[config.mk]
export PLATFORM = sky130hd
export DESIGN_NAME = ordered_list_insert_delete_locate
export DESIGN_NICKNAME = d
export VERILOG_FILES = /design/src/olist_pkg.sv /design/src/ordered_list_insert_delete_locate.sv /design/src/olist_ram.sv /design/src/olist_ctrl.sv /design/src/olist_dp.sv
export SDC_FILE = /design/constraint.sdc
export NUM_CORES = 1
export LEC_CHECK = 0
export BUFFER_PORTS_ARGS = -buffer_cell sky130_fd_sc_hd__buf_4
export CAP_MARGIN = 10
export CELL_PAD_IN_SITES_DETAIL_PLACEMENT = 1
export CELL_PAD_IN_SITES_GLOBAL_PLACEMENT = 1
export CORE_ASPECT_RATIO = 0.8
export CORE_MARGIN = 2
export CORE_UTILIZATION = 53
export DETAILED_ROUTE_END_ITERATION = 8
export PLACE_DENSITY = 0.89
export SYNTH_ARGS = -nofsm -noshare
export SYNTH_HDL_FRONTEND = slang
export SYNTH_SLANG_ARGS = --single-unit
export TNS_END_PERCENT = 30
[constraint.sdc]
create_clock -name clk -period 4.67 [get_ports clk]
set_input_delay 1.401 -clock clk [delete_from_list [all_inputs] [get_ports clk]]
set_output_delay 1.401 -clock clk [all_outputs]
set_load 0.1 [all_outputs]
[src/olist_pkg.sv]
package olist_pkg;

  // Storage geometry of the list.
  localparam int CAPACITY   = 16;
  localparam int DATA_WIDTH = 32;

  // Widths that follow from the geometry.
  localparam int IDX_W = (CAPACITY > 1) ? $clog2(CAPACITY) : 1;
  localparam int CNT_W = $clog2(CAPACITY + 1);

  // Fixed field widths of the request and result.
  localparam int KIND_W  = 2;
  localparam int POS_W   = 5;
  localparam int VALUE_W = 32;
  localparam int LIM_W   = 5;

  // Width used for range checks, wide enough for counts, positions and limits.
  localparam int CMP_W = ((CNT_W > POS_W) ? CNT_W : POS_W) + 1;

  // Operation codes.
  localparam logic [KIND_W-1:0] KIND_INSERT = 2'd0;
  localparam logic [KIND_W-1:0] KIND_DELETE = 2'd1;
  localparam logic [KIND_W-1:0] KIND_LOCATE = 2'd2;

  // Limit register value after reset.
  localparam logic [LIM_W-1:0] LIMIT_RESET = 5'd16;

  typedef struct packed {
    logic [KIND_W-1:0]         kind;
    logic [POS_W-1:0]          position;
    logic signed [VALUE_W-1:0] value;
  } in_req_t;

  typedef struct packed {
    logic                      ok;
    logic signed [VALUE_W-1:0] removed_value;
    logic [POS_W-1:0]          found_position;
    logic [POS_W-1:0]          list_length;
  } out_rsp_t;

  // Commands from the controller to the datapath.
  typedef struct packed {
    logic load;
    logic step_up;
    logic step_down;
    logic wr_move_up;
    logic wr_move_down;
    logic wr_word;
    logic cap_removed;
    logic cnt_inc;
    logic cnt_dec;
    logic loc_check;
  } dp_cmd_t;

  // Status from the datapath to the controller.
  typedef struct packed {
    logic [KIND_W-1:0] kind;
    logic              ins_ok;
    logic              del_ok;
    logic              append;
    logic              empty;
    logic              at_idx;
    logic              at_last;
    logic              match;
  } dp_status_t;

endpackage

[src/ordered_list_insert_delete_locate.sv]
// Channel  Direction  Handshake           Payload
// in       input      in_valid/in_stall   in_req (kind, position, value)
// out      output     out_valid/out_stall out_rsp (ok, removed_value, found_position,
//                                         list_length)
// cfg      input      cfg_wr_en           cfg_wr_data (capacity limit)
//
// One request at a time, moving one entry per cycle through the store's ports: insert
// shifts entries p..n one place up, or only writes the word when it appends; delete
// reads entry p and shifts later ones down; locate scans upward to the first match.
// A rejected request or a locate on an empty list goes straight to the result.
// Reset clears the entry count and sets the limit to 16; stored entries are not
// cleared. While the result is stalled, no new request is taken.
module ordered_list_insert_delete_locate (
  input  logic                        clk,
  input  logic                        rst_n,
  input  logic                        in_valid,
  output logic                        in_stall,
  input  olist_pkg::in_req_t          in_req,
  output logic                        out_valid,
  input  logic                        out_stall,
  output olist_pkg::out_rsp_t         out_rsp,
  input  logic                        cfg_wr_en,
  input  logic [olist_pkg::LIM_W-1:0] cfg_wr_data
);

  import olist_pkg::*;

  dp_cmd_t    cmd;
  dp_status_t st;

  // Sequencer for the request walk.
  olist_ctrl u_ctrl (
    .clk       (clk),
    .rst_n     (rst_n),
    .in_valid  (in_valid),
    .in_stall  (in_stall),
    .out_valid (out_valid),
    .out_stall (out_stall),
    .st        (st),
    .cmd       (cmd)
  );

  // Entry store, count, limit and result registers.
  olist_dp u_dp (
    .clk         (clk),
    .rst_n       (rst_n),
    .in_req      (in_req),
    .cfg_wr_en   (cfg_wr_en),
    .cfg_wr_data (cfg_wr_data),
    .cmd         (cmd),
    .st          (st),
    .out_rsp     (out_rsp)
  );

endmodule

[src/olist_ram.sv]
module olist_ram #(
  parameter int WIDTH = 32,
  parameter int DEPTH = 16
) (
  input  logic                                       clk,
  input  logic                                       wr_en,
  input  logic [((DEPTH > 1) ? $clog2(DEPTH) : 1)-1:0] wr_addr,
  input  logic [WIDTH-1:0]                           wr_data,
  input  logic [((DEPTH > 1) ? $clog2(DEPTH) : 1)-1:0] rd_addr,
  output logic [WIDTH-1:0]                           rd_data
);

  logic [WIDTH-1:0] mem [DEPTH];

  // One write port and one registered read port.
  always_ff @(posedge clk) begin
    if (wr_en) begin
      mem[wr_addr] <= wr_data;
    end
    rd_data <= mem[rd_addr];
  end

endmodule

[src/olist_ctrl.sv]
module olist_ctrl (
  input  logic                  clk,
  input  logic                  rst_n,
  input  logic                  in_valid,
  output logic                  in_stall,
  output logic                  out_valid,
  input  logic                  out_stall,
  input  olist_pkg::dp_status_t st,
  output olist_pkg::dp_cmd_t    cmd
);

  import olist_pkg::*;

  typedef enum logic [3:0] {
    S_IDLE,
    S_INS_FIRST,
    S_INS_RD,
    S_INS_TAIL,
    S_INS_WORD,
    S_DEL_FIRST,
    S_DEL_ONLY,
    S_DEL_SECOND,
    S_DEL_RD,
    S_DEL_TAIL,
    S_LOC_FIRST,
    S_LOC_RD,
    S_LOC_LAST,
    S_RESULT
  } state_t;

  state_t state_r, state_nxt;

  // Handshake decode.
  assign in_stall  = (state_r != S_IDLE);
  assign out_valid = (state_r == S_RESULT);

  // Next state and commands to the datapath.
  always_comb begin
    state_nxt = state_r;
    cmd       = '0;
    case (state_r)
      S_IDLE: begin
        if (in_valid) begin
          cmd.load = 1'b1;
          case (st.kind)
            KIND_INSERT: begin
              if (!st.ins_ok) begin
                state_nxt = S_RESULT;
              end else if (st.append) begin
                state_nxt = S_INS_WORD;
              end else begin
                state_nxt = S_INS_FIRST;
              end
            end
            KIND_DELETE: begin
              state_nxt = st.del_ok ? S_DEL_FIRST : S_RESULT;
            end
            KIND_LOCATE: begin
              state_nxt = st.empty ? S_RESULT : S_LOC_FIRST;
            end
            default: begin
              state_nxt = S_RESULT;
            end
          endcase
        end
      end
      // Insert reads from the top entry down and writes each one place higher.
      S_INS_FIRST: begin
        if (st.at_idx) begin
          state_nxt = S_INS_TAIL;
        end else begin
          cmd.step_down = 1'b1;
          state_nxt     = S_INS_RD;
        end
      end
      S_INS_RD: begin
        cmd.wr_move_up = 1'b1;
        if (st.at_idx) begin
          state_nxt = S_INS_TAIL;
        end else begin
          cmd.step_down = 1'b1;
        end
      end
      S_INS_TAIL: begin
        cmd.wr_move_up = 1'b1;
        state_nxt      = S_INS_WORD;
      end
      S_INS_WORD: begin
        cmd.wr_word = 1'b1;
        cmd.cnt_inc = 1'b1;
        state_nxt   = S_RESULT;
      end
      // Delete reads the removed entry, then moves later entries one place down.
      S_DEL_FIRST: begin
        cmd.step_up = 1'b1;
        state_nxt   = st.at_last ? S_DEL_ONLY : S_DEL_SECOND;
      end
      S_DEL_ONLY: begin
        cmd.cap_removed = 1'b1;
        cmd.cnt_dec     = 1'b1;
        state_nxt       = S_RESULT;
      end
      S_DEL_SECOND: begin
        cmd.cap_removed = 1'b1;
        if (st.at_last) begin
          state_nxt = S_DEL_TAIL;
        end else begin
          cmd.step_up = 1'b1;
          state_nxt   = S_DEL_RD;
        end
      end
      S_DEL_RD: begin
        cmd.wr_move_down = 1'b1;
        if (st.at_last) begin
          state_nxt = S_DEL_TAIL;
        end else begin
          cmd.step_up = 1'b1;
        end
      end
      S_DEL_TAIL: begin
        cmd.wr_move_down = 1'b1;
        cmd.cnt_dec      = 1'b1;
        state_nxt        = S_RESULT;
      end
      // Locate scans upward and stops at the first match.
      S_LOC_FIRST: begin
        if (st.at_last) begin
          state_nxt = S_LOC_LAST;
        end else begin
          cmd.step_up = 1'b1;
          state_nxt   = S_LOC_RD;
        end
      end
      S_LOC_RD: begin
        cmd.loc_check = 1'b1;
        if (st.match) begin
          state_nxt = S_RESULT;
        end else if (st.at_last) begin
          state_nxt = S_LOC_LAST;
        end else begin
          cmd.step_up = 1'b1;
        end
      end
      S_LOC_LAST: begin
        cmd.loc_check = 1'b1;
        state_nxt     = S_RESULT;
      end
      S_RESULT: begin
        if (!out_stall) begin
          state_nxt = S_IDLE;
        end
      end
      default: begin
        state_nxt = S_IDLE;
      end
    endcase
  end

  // State register.
  always_ff @(posedge clk) begin
    if (!rst_n) begin
      state_r <= S_IDLE;
    end else begin
      state_r <= state_nxt;
    end
  end

endmodule

[src/olist_dp.sv]
module olist_dp (
  input  logic                                    clk,
  input  logic                                    rst_n,
  input  olist_pkg::in_req_t                      in_req,
  input  logic                                    cfg_wr_en,
  input  logic [olist_pkg::LIM_W-1:0]             cfg_wr_data,
  input  olist_pkg::dp_cmd_t                      cmd,
  output olist_pkg::dp_status_t                   st,
  output olist_pkg::out_rsp_t                     out_rsp
);

  import olist_pkg::*;

  logic [CNT_W-1:0]          cnt_r, cnt_nxt;
  logic [LIM_W-1:0]          lim_r, lim_nxt;
  logic [KIND_W-1:0]         kind_r, kind_nxt;
  logic [IDX_W-1:0]          idx_r, idx_nxt;
  logic [DATA_WIDTH-1:0]     word_r, word_nxt;
  logic [IDX_W-1:0]          addr_r, addr_nxt;
  logic [IDX_W-1:0]          prev_r;
  logic                      ok_r, ok_nxt;
  logic signed [VALUE_W-1:0] removed_r, removed_nxt;
  logic [POS_W-1:0]          found_r, found_nxt;

  logic [CMP_W-1:0]      pos_w, cnt_w, lim_w, lim_eff;
  logic [IDX_W-1:0]      last_idx;
  logic                  ram_we;
  logic [IDX_W-1:0]      ram_waddr;
  logic [DATA_WIDTH-1:0] ram_wdata;
  logic [DATA_WIDTH-1:0] ram_rdata;

  // Range checks on the incoming request.
  assign pos_w    = CMP_W'(in_req.position);
  assign cnt_w    = CMP_W'(cnt_r);
  assign lim_w    = CMP_W'(lim_r);
  assign lim_eff  = (lim_w > CMP_W'(CAPACITY)) ? CMP_W'(CAPACITY) : lim_w;
  assign last_idx = IDX_W'(cnt_r - CNT_W'(1));

  assign st.kind    = in_req.kind;
  assign st.ins_ok  = (pos_w != '0) && (pos_w <= cnt_w + CMP_W'(1)) && (cnt_w < lim_eff);
  assign st.del_ok  = (pos_w != '0) && (pos_w <= cnt_w);
  assign st.append  = (pos_w == cnt_w + CMP_W'(1));
  assign st.empty   = (cnt_r == '0);
  assign st.at_idx  = (addr_r == idx_r);
  assign st.at_last = (addr_r == last_idx);
  assign st.match   = (ram_rdata == word_r);

  // Entry store write port: moved entries or the inserted word.
  always_comb begin
    ram_we    = cmd.wr_move_up | cmd.wr_move_down | cmd.wr_word;
    ram_wdata = ram_rdata;
    ram_waddr = prev_r + IDX_W'(1);
    if (cmd.wr_move_down) begin
      ram_waddr = prev_r - IDX_W'(1);
    end else if (cmd.wr_word) begin
      ram_waddr = idx_r;
      ram_wdata = word_r;
    end
  end

  olist_ram #(
    .WIDTH (DATA_WIDTH),
    .DEPTH (CAPACITY)
  ) u_store (
    .clk     (clk),
    .wr_en   (ram_we),
    .wr_addr (ram_waddr),
    .wr_data (ram_wdata),
    .rd_addr (addr_r),
    .rd_data (ram_rdata)
  );

  // Next values of the request, pointer, count and result registers.
  always_comb begin
    cnt_nxt     = cnt_r;
    lim_nxt     = lim_r;
    kind_nxt    = kind_r;
    idx_nxt     = idx_r;
    word_nxt    = word_r;
    addr_nxt    = addr_r;
    ok_nxt      = ok_r;
    removed_nxt = removed_r;
    found_nxt   = found_r;

    if (cfg_wr_en) begin
      lim_nxt = cfg_wr_data;
    end

    if (cmd.load) begin
      kind_nxt    = in_req.kind;
      idx_nxt     = IDX_W'(in_req.position - POS_W'(1));
      word_nxt    = DATA_WIDTH'(in_req.value);
      removed_nxt = '0;
      found_nxt   = '0;
      case (in_req.kind)
        KIND_INSERT: begin
          ok_nxt   = st.ins_ok;
          addr_nxt = last_idx;
        end
        KIND_DELETE: begin
          ok_nxt   = st.del_ok;
          addr_nxt = IDX_W'(in_req.position - POS_W'(1));
        end
        default: begin
          ok_nxt   = 1'b0;
          addr_nxt = '0;
        end
      endcase
    end

    if (cmd.step_up) begin
      addr_nxt = addr_r + IDX_W'(1);
    end else if (cmd.step_down) begin
      addr_nxt = addr_r - IDX_W'(1);
    end

    if (cmd.cap_removed) begin
      removed_nxt = VALUE_W'($signed(ram_rdata));
    end

    if (cmd.loc_check && st.match) begin
      ok_nxt    = 1'b1;
      found_nxt = POS_W'(prev_r) + POS_W'(1);
    end

    if (cmd.cnt_inc) begin
      cnt_nxt = cnt_r + CNT_W'(1);
    end else if (cmd.cnt_dec) begin
      cnt_nxt = cnt_r - CNT_W'(1);
    end
  end

  // Control registers.
  always_ff @(posedge clk) begin
    if (!rst_n) begin
      cnt_r <= '0;
      lim_r <= LIMIT_RESET;
    end else begin
      cnt_r <= cnt_nxt;
      lim_r <= lim_nxt;
    end
  end

  // Payload registers; prev_r tracks the address behind the read data.
  always_ff @(posedge clk) begin
    kind_r    <= kind_nxt;
    idx_r     <= idx_nxt;
    word_r    <= word_nxt;
    addr_r    <= addr_nxt;
    prev_r    <= addr_r;
    ok_r      <= ok_nxt;
    removed_r <= removed_nxt;
    found_r   <= found_nxt;
  end

  // Result of the finished request.
  always_comb begin
    out_rsp.ok             = ok_r;
    out_rsp.removed_value  = (kind_r == KIND_DELETE) ? removed_r : '0;
    out_rsp.found_position = (kind_r == KIND_LOCATE) ? found_r : '0;
    out_rsp.list_length    = POS_W'(cnt_r);
  end

endmodule

# Word-level counts from Yosys, hierarchy flattened
# Memories as Yosys holds them, arrays and structs flattened. A register that Yosys moved wholly into a read port is not among the register bits.
# Index checks and enable logic that the tools add are counted.
[word_totals] elab_cells=124 ramBits=512 register_bits=98 n_memories=1 output_inout_bits=45 inputBits=49
[memory_table] name="u_dp.u_store.mem" depth=16 width=32 read_ports=1 rd_clocked_by_memory_dff=1 wr=1 line_no="olist_ram.sv:13" text="logic [WIDTH-1:0] mem [DEPTH];"
[op_classes] n_reduce_logical=22 n_eq_ne=26 mux=49 n_addsub=9 n_bitwise=2 n_lt_le_gt_ge=4
[op_table] op="$mux 32" count=5
[op_table] op="$mux 4" count=13
[op_table] op="$pmux 4 s11" count=1
[op_table] op="$eq 32x32->1" count=1
[op_table] op="$mux 5" count=6
[op_table] op="$eq 4x4->1 const B" count=6
[op_table] op="$mux 1" count=17
[op_table] op="$eq 4x3->1 const B" count=4
[op_table] op="$pmux 4 s3" count=1
[op_table] op="$reduce_or 2->1" count=6
[op_table] op="$sub 4x1->4 const B" count=3
[op_table] op="$mux 3" count=3
[op_table] op="$add 4x1->4 const B" count=2
[op_table] op="$eq 4x2->1 const B" count=2
[op_table] op="$eq 4x4->1" count=2
[op_table] op="$pmux 4 s2" count=1
[op_table] op="$add 5x1->6 const B" count=1
[op_table] op="$eq 5x6->1" count=1
[op_table] op="$le 5x6->1" count=1
[op_table] op="$lt 5x6->1" count=1
[op_table] op="$ne 2x2->1 const B" count=3
[op_table] op="$reduce_bool 2->1" count=3
[op_table] op="$reduce_bool 6->1" count=1
[op_table] op="$add 4x1->5 const B" count=1
[op_table] op="21 further kinds" count=27

# Longest topological paths before layout
# Gate-level depths: netlist of the first run.
[logic_depth] word_depth=8 ltp_mapped=10 mapped_depth_nobuf=10

# Hierarchy
# Synthesis of the first run repeated with hierarchy kept, for this count alone.
[unflattened] hier_cells=1372 hier_area_um2=25647.1
[by_module_without_submodules] mod="olist_ram" n_inst=1 area_per_inst_um2=19835.3 cells_each=838 seq_area_each_um2=16015.4
[by_module_without_submodules] mod="olist_dp" n_inst=1 area_per_inst_um2=5191.2 cells_each=444 seq_area_each_um2=2672.6
[by_module_without_submodules] mod="olist_ctrl" n_inst=1 area_per_inst_um2=620.6 cells_each=90 seq_area_each_um2=80.1

# Least setup slack after synthesis of the first run
# No wires, ideal clock.
[synth_path] kind="reg-to-reg" from="register u_ctrl.state_r[0]" to="memory u_dp.u_store.mem[15][0], enable pin" setup_slack_ps=1212 path_stages_with_launch=9 n_path_buf=2 arrival_time_ps=3037 setup_ps=421 required_time_ps=4249 synth_period_minus_slack_ps=3458 cell_sequence="dfxtp_1 buf_6 or4b_1 buf_2 a31oi_1 o32ai_1 nor3_1 nand2_1 nor2_1"
[synth_between] elab_chain_cells=7 word_cells_on_any_way=16 classes_between="eq/ne: 5; mux: 7; bitwise: 2; reduce/logical: 2"
[synth_rtl] element="start, declared" line_no="olist_ctrl.sv:31" text="state_t state_r, state_nxt;"
[synth_rtl] element="start signal, assigned" line_no="olist_ctrl.sv:164" text="state_r <= state_nxt;"
[synth_rtl] element="$eq 4x2->1 / $eq 4x4->1 (equally long branches)" line_no="olist_ctrl.sv:41" text="case (state_r)"
[synth_rtl] element="$reduce_or 2->1 (no source line)"
[synth_rtl] element="$mux 1" line_no="olist_ctrl.sv:41"
[synth_rtl] element="$or 1x1->1 (2 in a row)" line_no="olist_dp.sv:50" text="ram_we = cmd.wr_move_up | cmd.wr_move_down | cmd.wr_word;"
[synth_rtl] element="$mux 1" line_no="olist_ram.sv:17" text="if (wr_en) begin"
[synth_rtl] element="$mux 1 (not written as such)" line_no="olist_ram.sv:18" text="mem[wr_addr] <= wr_data;"
[synth_rtl] element="end, declared" line_no="olist_ram.sv:13"
# Several ways; a longest one is shown, not always the timed one.

# Worst setup path after layout of the first run
[layout_path] from="register u_ctrl.state_r[2]" to="memory u_dp.u_store.mem[15][28], enable pin"
# The elaborated chain is that of the path after synthesis.

==> metrics.cfg, run 1 <==
[cts]
numClockSinks=642
cts-buffers-inserted=59
cts_buffer_depth=3
cts_setup_buffers=0
cts_resized=0
tritoncts=yes
cts_root_buffer=clkbuf_16
clkSlewWorstSetupHoldPaths_ps=70
cts_hold_buf=0
htreeDepth=2
clkLatencyLatePin_ps=630

[logic_synthesis]
ys_top_cells_by_count=edfxtp_1 (591), nand2_1 (183), mux2i_1 (132)
synth_fp_nets=1721
synth_edf_count=591
syn_avg_cell_area_um2=15.9
synth.most_common_cell=edfxtp_1
syn_area_mm2=0.0261
ys_ff_latch=642
ys_seq_area_share_pct=71.8
synthTopCellsByArea=edfxtp_1 (68%), mux4_2 (5.7%), mux2i_1 (5.1%)
netlist_instances=1649
yosysUniqueCellTypes=64
ys_async_sr_fraction_pct=0
yosysTopAreaCell=edfxtp_1
yosys.area.top_type_share_pct=67.9
synth_top_flop_cell=edfxtp_1
yosys_warnings=0

[placed_design]
globalplace.congestion=0.858
post-place-ws_ps=802
place_area_mm2=0.0278
hpwl_mm=48.3
portBuffers=93

[global_routing]
top_usage_layer=met2
grt_use_met1_pct=40.2
antenna_found_initial=1
grt_max_degree=80
grt_pass1_wl_mm=114
overflow=0
grt_usage_pct=30.9
grt_util_met3_pct=4.96
use_met2_pct=52.0
grt_pass1_vias=17000

[worst_setup_path]
critPathRequiredTime_ps=4970
start_kind=flop
cp-end-kind=flop
timing.rr.start=u_ctrl.state_r[2]$_SDFFE_PN0P_
rrSetupSlack_ps=760
arrival_ps=4210
crit_fanout=23
worstSetupPathType=reg2reg
crit_start=u_ctrl.state_r[2]$_SDFFE_PN0P_

[power_and_ir_drop]
p_leak_nw=10.4
pwr_density_cell_mw_per_mm2=776
irDropWorstVdd_mv=0.422

[floorplan]
num_rows=72
initial_core_util_pct=53.8
core_mm2=0.0486
die_y_um=203
die-area_mm2=0.0511
die_w_um=252
io_pins=94

[layout]
stdcell_area_mm2=0.0296
final_util_pct=61.0
drive_gt1_share_pct=17.5
antenna-diode-count=0
area.growth.synth_to_final_pct=13.4
nets=1828

[sta]
final_hold_viol_count=0
timing.final.crit_share_pct=83.6
worst_slack_ps=764
setup_violations=0
final.min_clock_period_ps=3910
finalClockSkew_ps=15.7
worst_slew_pin_slew_ps=1140
fin_setup_tns_ps=0
fmax_mhz=256
slew_violations=0
rsz0062_at_grt=no
relSlewSlack_pct=23.7

[min_path]
holdCritStartpoint=u_dp.lim_r[1]$_SDFFE_PN0P_
min_path_type=reg2reg

[detailed_routing]
routed_via_density=6.56
drt-initial-drc-count=1815
firstDrtPassIters=7
route.antenna.remaining_nets=0
vias=16000
detail_route.wl_per_cell_um=32.0
route.detailed.drc=0
finalWirelength_mm=77.9

[job]
cap_violations=0

[status]
outcome=complete, no violations

-- sequential cells by signal, summed over array words and instances (netlist names) --
name	count
u_dp.removed_r	32
u_dp.idx_r	4
u_dp.prev_r	4
u_dp.u_store.rd_data	32
u_ctrl.state_r	4
u_dp.kind_r	2
u_dp.ok_r	1
u_dp.cnt_r	5
u_dp.u_store.mem	512
u_dp.lim_r	5
u_dp.found_r	5
u_dp.addr_r	4
u_dp.word_r	32
-- worst max-delay path, cell delays in order (launching register included) --
cell and delay, ps:
dfxtp_1 820, or4b_2 730, a21oi_1 200, o32ai_1 150
nor3_1 310, nand2_1 320, nor2_4 620, buf_4 400
-- area by class of cell --
| cell class | instances | area (µm²) |
|---|---|---|
| clock buffer | 83 | 1590 |
| clock inverter | 28 | 280 |
| fill | 4367 | 18900 |
| inverter | 27 | 101 |
| multi-input combinational | 891 | 7030 |
| sequential | 642 | 18800 |
| tap | 629 | 787 |
| timing repair buffer | 135 | 1080 |
-- placed cells by master, fill, tap and decap left out, types with 3 or more instances in the layout --
cell and n:
mux2i_1 132, inv_1 24, and3_1 38, buf_4 130
a211oi_1 6, clkinv_1 9, a21o_1 3, nand2_1 183
xor2_1 9, a31oi_1 5, clkinv_2 11, nor2b_2 3
nor3_1 8, nand2b_1 4, a22oi_1 35, o22ai_1 3
clkbuf_1 23, nor2b_1 3, edfxtp_1 591, bufinv_16 5
xnor2_1 46, ha_1 23, nand4_1 11, clkbuf_16 60
nor2_1 68, dfxtp_1 50, o21ai_0 42, nand3_1 8
and2_1 40, a21oi_1 51, a221oi_1 33, or3_1 7
nor2_4 17, buf_12 5, mux4_2 66, o211ai_1 4
nor4_1 3
-- metrics by stage --
step | hold slack, ps | total power [W] | cells
after global placement | 469 | 0.0174 | 2324
after CTS | 511 | 0.0229 | 2435
after global routing | 546 | 0.0238 | 2435
after detailed placement | 495 | 0.0181 | 2324
final | 507 | 0.0230 | 2435
after floorplan | 343 | 0.0146 | 1649
-- final timing paths --
kind                                              to  cells after the start
setup / recovery  u_dp.u_store.mem[15][28]$_DFFE_PP_                      7
hold / removal            u_dp.lim_r[1]$_SDFFE_PN0P_                      2
setup reg to reg  u_dp.u_store.mem[15][28]$_DFFE_PP_                      7
hold reg to reg           u_dp.lim_r[1]$_SDFFE_PN0P_                      2
-- routing by layer --
layer,vias up,part of all wire (%)
li1,6547,-
met1,8227,38
met2,972,50
met3,214,8.4
met4,2,4.2
met5,-,0.017
-- cells by family (layout without fill, tap and decap cells) --
group                    count (synthesis)  in the layout  synth area share, %
AND/OR/NAND/NOR                        407            407                 7.23
XOR/XNOR                                56             56                 1.93
buffers and inverters                  116            273                 1.88
flip-flops                             642            642                 71.8
adder cells (fa/ha/maj)                 23             23                 1.10
multiplexers                           198            198                 10.7
AO/OA/AOI/OAI                          207            207                 5.33
-- power breakdown --
| group | total [W] | internal [W] | switching, W | leakage (nW) |
|---|---|---|---|---|
| Clock | 0.00476 | 0.00265 | 0.00211 | 0.907 |
| Combinational | 0.00888 | 0.00251 | 0.00637 | 3.70 |
| Sequential | 0.00936 | 0.00866 | 0.000707 | 5.79 |
| Total | 0.0230 | 0.0138 | 0.00918 | 10.4 |
(Power assumes the default switching activity.)
==> run 2: changes to the inputs <==
==> constraint.sdc (replaced) <==
create_clock -name clk -period 3.85 [get_ports clk]
set_input_delay 1.155 -clock clk [delete_from_list [all_inputs] [get_ports clk]]
set_output_delay 1.155 -clock clk [all_outputs]
set_load 0.1 [all_outputs]
==> run 2 against run 1 <==
  * Combinational power increased by 24%
  * Global-route usage increased by 0.74 points
  * Utilization increased by 0.65 points
  * First-iteration DRC count increased by 16%
  * Worst setup slack got worse by 690 ps
  * Clock skew increased by 27 ps
  * Total power increased by 25%
  * Largest cell class unchanged
  * Highest routed layer unchanged
==> metrics.cfg, run 2 (synthesis results as in run 1) <==
[layout]
area.growth.synth_to_final_pct=14.6  ; was 13.4%
top_register=u_dp.u_store.mem  ; unchanged
fill_cells=4263  ; was 4367
largest_register_ffs=512  ; unchanged
nets=1835  ; was 1828
final_cell_mix=edfxtp_1 (591), nand2_1 (183), mux2i_1 (132), buf_4 (130), nor2_1 (68)  ; unchanged
antenna-diode-count=0  ; unchanged
drive_gt1_share_pct=18.4  ; was 17.5%
final_common_cell=edfxtp_1  ; unchanged

[detailed_routing]
firstDrtPassIters=6  ; was 7
finalWirelength_mm=80.8  ; was 77.9 mm
detail_route.wl_per_cell_um=33.1  ; was 32.0 µm
vias=16500  ; was 16000
met3_wirelength_mm=8.70  ; was 6.51 mm
route.antenna.remaining_nets=0  ; unchanged
drt-initial-drc-count=2105  ; was 1815
routed_via_density=6.77  ; was 6.56
routed.top_layer=met5  ; unchanged
wl_met2_mm=38.5  ; was 38.7 mm
wirelength_met1_mm=30.0  ; was 29.4 mm
route.detailed.drc=0  ; unchanged

[global_routing]
grt_max_degree=79  ; was 80
antenna_found_initial=3  ; was 1
grt_pass1_vias=17200  ; was 17000
grt_usage_pct=31.6  ; was 30.9%
overflow=0  ; unchanged
grt_pass1_wl_mm=117  ; was 114 mm

[power_and_ir_drop]
p_total_w=0.0286  ; was 0.0230 W
pwr_density_cell_mw_per_mm2=956  ; was 776 mW/mm²
irDropWorstVdd_mv=0.747  ; was 0.422 mV
p_leak_nw=10.5  ; was 10.4 nW

[placed_design]
portBuffers=93  ; unchanged
globalplace.congestion=0.920  ; was 0.858
hpwl_mm=45.6  ; was 48.3 mm

[worst_setup_path]
timing.rr.start=u_ctrl.state_r[3]$_SDFFE_PN0P_  ; was u_ctrl.state_r[2]$_SDFFE_PN0P_
ff2ff_path_depth=7  ; unchanged
worstSetupPathType=reg2reg  ; unchanged
r2r-end=u_dp.u_store.mem[8][8]$_DFFE_PP_  ; was u_dp.u_store.mem[15][28]$_DFFE_PP_
rrSetupSlack_ps=70  ; was 760 ps
arrival_ps=4040  ; was 4210 ps
cp-end-kind=flop  ; unchanged
critPathRequiredTime_ps=4110  ; was 4970 ps
start_kind=flop  ; unchanged
crit_fanout=32  ; was 23

[cts]
tritoncts=yes  ; unchanged
cts-buffers-inserted=59  ; unchanged
cts_buffer_depth=3  ; unchanged
clkSlewWorstSetupHoldPaths_ps=70  ; about the same
htreeDepth=2  ; unchanged
cts_root_buffer=clkbuf_16  ; unchanged
numClockSinks=642  ; unchanged
clkLatencyLatePin_ps=670  ; was 630 ps

[floorplan]
num_rows=72  ; unchanged
core_mm2=0.0486  ; unchanged
io_pins=94  ; unchanged
die_w_um=252  ; unchanged
initial_core_util_pct=53.8  ; unchanged
die_y_um=203  ; unchanged
die-area_mm2=0.0511  ; unchanged

[sta]
rsz0062_at_grt=no  ; unchanged
fin_setup_tns_ps=0  ; unchanged
fmax_mhz=265  ; was 256 MHz
worst_slew_pin_slew_ps=1340  ; was 1140 ps
finalClockSkew_ps=42.5  ; was 15.7 ps
timing.final.crit_share_pct=98.2  ; was 83.6%
relSlewSlack_pct=10.1  ; was 23.7%
final_hold_viol_count=0  ; unchanged
setup_violations=0  ; unchanged
slew_violations=0  ; unchanged
final.min_clock_period_ps=3780  ; was 3910 ps

[min_path]
min_path_type=reg2reg  ; unchanged
holdCritStartpoint=u_dp.ok_r$_SDFFE_PP1P_  ; was u_dp.lim_r[1]$_SDFFE_PN0P_
hold_end=u_dp.ok_r$_SDFFE_PP1P_  ; was u_dp.lim_r[1]$_SDFFE_PN0P_
holdPathStages=2  ; unchanged

[status]
outcome=complete, no violations  ; unchanged

[job]
cap_violations=0  ; unchanged

run 2: changes by cell type in the layout (fill, tap and decap cells not counted):
| cell | delta |
|---|---|
| buf_12 | +7 |
| bufinv_16 | +5 |
| clkbuf_1 | -12 |
| clkbuf_8 | +1 |
| clkinv_1 | +3 |
| clkinv_4 | +1 |
| clkinvlp_4 | +3 |
| nor3b_2 | -1 |
| nor3b_4 | +1 |
| o32ai_1 | -1 |
| o32ai_2 | +1 |
run 2: worst max-delay path by stage:
| stage | startpoint | to | slack, ps | depth (start not counted) |
|---|---|---|---|---|
| after detailed placement | u_ctrl.state_r[3]$_SDFFE_PN0P_ | u_dp.u_store.mem[6][1]$_DFFE_PP_ | 280 | 7 |
| after CTS | u_ctrl.state_r[3]$_SDFFE_PN0P_ | u_dp.u_store.mem[6][9]$_DFFE_PP_ | 110 | 7 |
| after global routing | u_ctrl.state_r[3]$_SDFFE_PN0P_ | u_dp.u_store.mem[8][12]$_DFFE_PP_ | 30 | 7 |
| after floorplan | u_ctrl.state_r[0]$_SDFFE_PN0P_ | u_dp.u_store.mem[15][0]$_DFFE_PP_ | 390 | 8 |
| after global placement | u_ctrl.state_r[3]$_SDFFE_PN0P_ | u_dp.u_store.mem[7][3]$_DFFE_PP_ | 590 | 7 |
| final | u_ctrl.state_r[3]$_SDFFE_PN0P_ | u_dp.u_store.mem[8][8]$_DFFE_PP_ | 70 | 7 |
run 2: metal layers:
| metal | GRT usage [%] | up-vias |
|---|---|---|
| met2 | 50.5 | 1228 |
| met1 | 42.1 | 8475 |
| met4 | 14.2 | 2 |
| li1 | - | 6565 |
| met3 | 6.60 | 266 |
| met5 | 0 | - |
run 2: critical path, cell delays in order, from the launching register on:
cell	delay, ps
dfxtp_1	730
or3b_2	600
a31oi_1	310
o32ai_2	200
nor3_1	460
nand2_1	370
nor2_4	160
buf_4	520
run 2: per-stage QoR:
step | area [µm²] | util (%) | hold WS [ps] | std cells | setup slack (ps)
3_5_place_dp | 27800 | 57.3 | 494 | 2322 | 284
4_1_cts | 29900 | 61.5 | 512 | 2434 | 114
6_report | 29900 | 61.7 | 511 | 2443 | 69.4
3_3_place_gp | 27800 | 57.3 | 470 | 2322 | 586
2_1_floorplan | 26100 | - | 343 | 1649 | 392
5_1_grt | 29900 | 61.7 | 544 | 2443 | 32.5
run 2: cell type report:
type / instances / area [µm²] / area share [%]
clock buffers: 72 / 1560 / 5.20
clock inverters: 40 / 473 / 1.58
inverters: 27 / 101 / 0.338
multi-input cells: 891 / 7050 / 23.5
flip-flops and latches: 642 / 18800 / 62.7
well taps: 629 / 787 / 2.63
repair buffers: 142 / 1220 / 4.06
run 2: power breakdown:
| part | internal [W] | leakage [nW] | switching, W |
|---|---|---|---|
| registers | 0.0105 | 5.79 | 0.000852 |
| clock network | 0.00356 | 0.980 | 0.00271 |
| logic | 0.00314 | 3.76 | 0.00789 |
| total | 0.0172 | 10.5 | 0.0115 |
run 2: repair_timing:
action / in CTS / in global routing
hold buffers: 0 / 0
setup buffers: 0 / 9
endpoints found under the setup margin: 0 / 108
gates resized for setup: 0 / 2
